===== src/hdl/stereo_early_reflection_diffuser_macros.svh =====
// Assertion macros for the stereo early-reflection diffuser.
// Each use expects i_clk and i_rst_n in the enclosing module.
`ifndef STEREO_EARLY_REFLECTION_DIFFUSER_MACROS_SVH
`define STEREO_EARLY_REFLECTION_DIFFUSER_MACROS_SVH

// same-cycle implication
`define SERD_ASSERT_NOW(lbl, ante, cons, msg) \
    lbl: assert property (@(posedge i_clk) disable iff (!i_rst_n) (ante) |-> (cons)) \
        else $error(msg);

// next-cycle implication
`define SERD_ASSERT_NEXT(lbl, ante, cons, msg) \
    lbl: assert property (@(posedge i_clk) disable iff (!i_rst_n) (ante) |=> (cons)) \
        else $error(msg);

`endif


===== src/hdl/serd_pkg.sv =====
// Shared types, constants and fixed-point helpers of the stereo diffuser.
// No dependencies.
`default_nettype none
package serd_pkg;
    localparam int SAMPLE_W    = 24;
    localparam int COEF_W      = 17;
    localparam int PROD_W      = SAMPLE_W + COEF_W;
    localparam int ACC_W       = PROD_W + 1;
    localparam int RND_W       = ACC_W - 15;
    localparam int SUM_W       = RND_W + 1;
    localparam int DELAY_DEPTH = 4096;
    localparam int DELAY_AW    = $clog2(DELAY_DEPTH);
    localparam int TAP_REGS    = 6;
    localparam int TAP_COUNT   = 6;
    localparam int TAP_IW      = $clog2(TAP_REGS);
    localparam int DIFF_N      = 4;
    localparam int DIFF_POS_W  = 9;
    localparam int DIFF_LEN [DIFF_N] = '{142, 107, 379, 277};
    localparam int CFG_W       = 48;
    localparam int CFG_IDX_W   = 3;
    localparam int DGAIN_W     = 15;
    localparam logic [CFG_IDX_W-1:0] CFG_DGAIN_IDX = 3'd6;
    localparam logic signed [COEF_W-1:0] CROSS_GAIN = 17'sd6554;
    localparam logic signed [SUM_W-1:0] SAT_MAX = 28'sd8388607;
    localparam logic signed [SUM_W-1:0] SAT_MIN = -28'sd8388608;

    typedef enum logic [3:0] {
        S_IDLE, S_XL, S_XR, S_XW, S_TRD, S_TML, S_TMR, S_TACC, S_SUM,
        S_AP1, S_AP2, S_AP3, S_FIN
    } t_state;

    typedef struct packed {
        logic                       mul;
        logic signed [SAMPLE_W-1:0] a;
        logic signed [COEF_W-1:0]   b;
        logic                       clr;
        logic                       acc_l;
        logic                       acc_r;
    } t_mac_cmd;

    function automatic logic signed [RND_W-1:0] round15(input logic signed [ACC_W-1:0] p);
        logic signed [ACC_W-1:0] t;
        t = p + ACC_W'(16384);
        return RND_W'(t >>> 15);
    endfunction

    function automatic logic signed [SAMPLE_W-1:0] sat24(input logic signed [SUM_W-1:0] v);
        if (v > SAT_MAX) return SAMPLE_W'(SAT_MAX);
        if (v < SAT_MIN) return SAMPLE_W'(SAT_MIN);
        return SAMPLE_W'(v);
    endfunction
endpackage
`default_nettype wire


===== src/hdl/serd_mac.sv =====
// Shared multiplier with registered product and two accumulators.
// Depends on serd_pkg.
`default_nettype none
module serd_mac (
    input  wire logic                              i_clk,
    input  wire serd_pkg::t_mac_cmd                i_cmd,
    output logic signed [serd_pkg::PROD_W-1:0]     o_prod,
    output logic signed [serd_pkg::ACC_W-1:0]      o_acc_l,
    output logic signed [serd_pkg::ACC_W-1:0]      o_acc_r
);
    always_ff @(posedge i_clk) begin
        if (i_cmd.mul) begin
            o_prod <= serd_pkg::PROD_W'(i_cmd.a * i_cmd.b);
        end
        if (i_cmd.clr) begin
            o_acc_l <= '0;
            o_acc_r <= '0;
        end else begin
            if (i_cmd.acc_l) o_acc_l <= o_acc_l + serd_pkg::ACC_W'(o_prod);
            if (i_cmd.acc_r) o_acc_r <= o_acc_r + serd_pkg::ACC_W'(o_prod);
        end
    end
endmodule
`default_nettype wire


===== config.mk =====
export PLATFORM = sky130hd
export DESIGN_NAME = serd_mac
export DESIGN_NICKNAME = d
export VERILOG_FILES = /design/src/hdl/stereo_early_reflection_diffuser_macros.svh /design/src/hdl/serd_pkg.sv /design/src/hdl/serd_mac.sv
export SDC_FILE = /design/constraint.sdc
export NUM_CORES = 1
export LEC_CHECK = 0
export BUFFER_PORTS_ARGS = -buffer_cell sky130_fd_sc_hd__buf_2
export CAP_MARGIN = 5
export CORE_ASPECT_RATIO = 0.75
export CORE_MARGIN = 10
export CORE_UTILIZATION = 55
export CTS_CLUSTER_SIZE = 14
export DETAILED_ROUTE_END_ITERATION = 8
export GPL_ROUTABILITY_DRIVEN = 0
export HOLD_SLACK_MARGIN = 0.06
export MAX_ROUTING_LAYER = met4
export PLACE_DENSITY = 0.78
export SYNTH_ARGS = -nofsm -noshare
export SYNTH_HDL_FRONTEND = slang
export SYNTH_SLANG_ARGS = --single-unit
export TNS_END_PERCENT = 50

===== constraint.sdc =====
create_clock -name i_clk -period 18.22 [get_ports i_clk]
set_input_delay 1.822 -clock i_clk [delete_from_list [all_inputs] [get_ports i_clk]]
set_output_delay 1.822 -clock i_clk [all_outputs]
set_load 0.05 [all_outputs]

==> metrics.txt <==
GRT Total Usage between 20% and 30%; first-pass GRT wire length roughly 100,000 µm; largest net degree at the start of global routing 65; Crit. Startpoint i_cmd[19]; total number of vias roughly 19,000; Resized cells post-CTS 0; CP cell instances buf_2, inv_1, nor2_1, fa_1, fa_1, fa_1, fa_1, fa_1, inv_1, fa_1, inv_1, ha_1, and3_1, a221o_1, a21oi_1, nand3b_1, o211ai_1, a21oi_1, or4b_1, nand3_1; status complete, no violations; die area between 50,000 and 60,000 µm²; Clock Latency Late Sink 0.42 ns; Post-Synthesis Cell Area around 23,000 µm²; final setup margin between 10 and 15 ns; worst slack, placed approximately 10 ns; Post-synth EDFFs 41; delay-heaviest family, CP adder cells; Slowest-stage cell, CP inv_1; commonest non-fill, non-tap cell in the layout inv_1; Synth Register Bits roughly 130; FF-to-FF Start o_prod[0]; die width ~260 µm; Initial Utilization between 50% and 60%; vias per cell around 5.8; wl on met1 between 20,000 and 25,000 µm; Area Growth Syn to Fin 7.86%; number of global-route vias before repair about 20,000; Most used DFF post-synth dfxtp_1; Syn Nets around 3,200; Synth Instances around 2,600; hold_sp o_acc_r[40]; row count 65; Post-DP HPWL approximately 49,000 µm; Routed WL ~61,000 µm; Initial DRC Count around 1,400; Req. time, crit path ~19 ns; Setup Viol. Count Final 0; CP Class in2reg; TritonCTS Buffers 17; detailed-router iteration count before antenna repair 7; die extent in y ~200 µm; Post-CTS Setup Bufs 0; TritonCTS clock tree yes; Final Util roughly three fifths; Worst Hold Class reg2reg; Nets between 3,000 and 4,000; most frequent cells in the layout inv_1, fa_1, nand2_1; Slew Viols, Final 0; hold slack around 0.48 ns; Top Layer Used met4; unrepaired setup endpoints after global routing false; # hold bufs at CTS 0; crit path launch type input port; fin crit share between 40% and 50%; register area share after synthesis between 10% and 20%; clock slew at reported path FFs roughly 0.060 ns; CTS max path bufs 2; Syn Area/Cell about 9 µm²; critical path's largest stage delay approximately 0.6 ns; Overflow after GRT 0; crit-path max FO 20; Fill cells between 3,000 and 4,000; met3 routed WL 4720 µm; clock skew between 0.01 and 0.015 ns; Synth cell types 90; clock sink count ~130; Slew HR roughly 30%; setup TNS 0 ns; share of cells above drive strength 1 under 10%; Buf/Inv on CP 4; Tmin final about 7.9 ns; Post-synth ARST share 0%; H-tree Lvls 4; # IOs 171; PortBufs between 150 and 200; Critical Path AT ~8.2 ns; drt drc 0; root buf cell clkbuf_16; measured slew at the worst slew-check pin around 1.0 ns; Inserted Diodes 0; cell with the most instances on the worst path fa_1; yosys warns 0; Max Fclk 127 MHz; core area around 42,000 µm²; met2 wire length slightly below 30,000 µm; final hold violation count 0; average wire per standard cell ~19 µm; remaining antenna violation count 0; initial antenna violation count 0; max cap viols 0; crit end category flip-flop
## metrics by stage
step	instances	cell area, µm²
final	3249	25000
after global routing	3249	25000
after CTS	3249	25000
after detailed placement	3217	24400
after global placement	3217	24400
after floorplan	2568	23200
## routing by layer
layer  track usage (%)  up-vias
met1              29.8     9328
li1                  -     8438
met3              4.82      180
met2              41.4      794
met4              10.8        0
met5                 -        -
## layout make-up
class                           count  area (µm²)  share of cell area [%]
Clock inverter                     14         175                   0.700
Tap cell                          569         712                    2.85
Timing Repair Buffer              173         873                    3.49
Clock buffer                       18         429                    1.72
Sequential cell                   125        2910                    11.6
Multi-Input combinational cell   1895       18200                    72.8
Inverter                          455        1710                    6.83
## registers in the layout, indices dropped and copies added, names as in the netlist
register / count
o_acc_r: 42
o_acc_l: 42
o_prod: 41
## Yosys cell counts (27+ instances only)
master    count  area [µm²]
fa_1        403        8070
edfxtp_1     41        1230
mux2i_1      41         410
nand2_1     288        1080
nand3_1      27         135
nor2_1      131         492
dfxtp_1      84        1680
nand2b_1     32         200
o21ai_0      54         270
a21o_1       82         616
inv_1       455        1710
ha_1        181        2260
a21oi_1      99         495
xnor2_1      65         569
and2_1      177        1110
clkbuf_1     80         300
## worst paths after layout
kind	cells past startpoint	slack (ns)	end
hold reg to reg	2	0.48	o_acc_r[40]
setup / recovery	20	10.34	o_prod[38]
setup reg to reg	12	14.68	o_acc_l[40]
hold / removal	2	0.48	o_acc_r[40]
## cell families (layout without fill, tap and decap cells)
| group | Yosys count | after routing | synth area share (%) |
|---|---|---|---|
| and+or+nand+nor | 767 | 767 | 16.2 |
| xor gates and xnor gates | 88 | 88 | 3.32 |
| buffers and inverters | 548 | 660 | 8.94 |
| muxes | 45 | 45 | 2.00 |
| DFF | 125 | 125 | 12.6 |
| AOI/OAI and AO/OA | 411 | 411 | 12.4 |
| adders and majority gates | 584 | 584 | 44.5 |
## worst register-to-register path, delay by kind of cell, from the launching register on
kind                     cells  cell delay [ns]
buffers and inverters        1             0.08
AO/OA/AOI/OAI                8             2.01
adder cells (fa/ha/maj)      2             0.67
flip-flops                   1             0.46
AND/OR/NAND/NOR              1             0.17
Power is not shown: default switching activity piles up to over one toggle a cycle in this logic, so the estimate is an artifact.
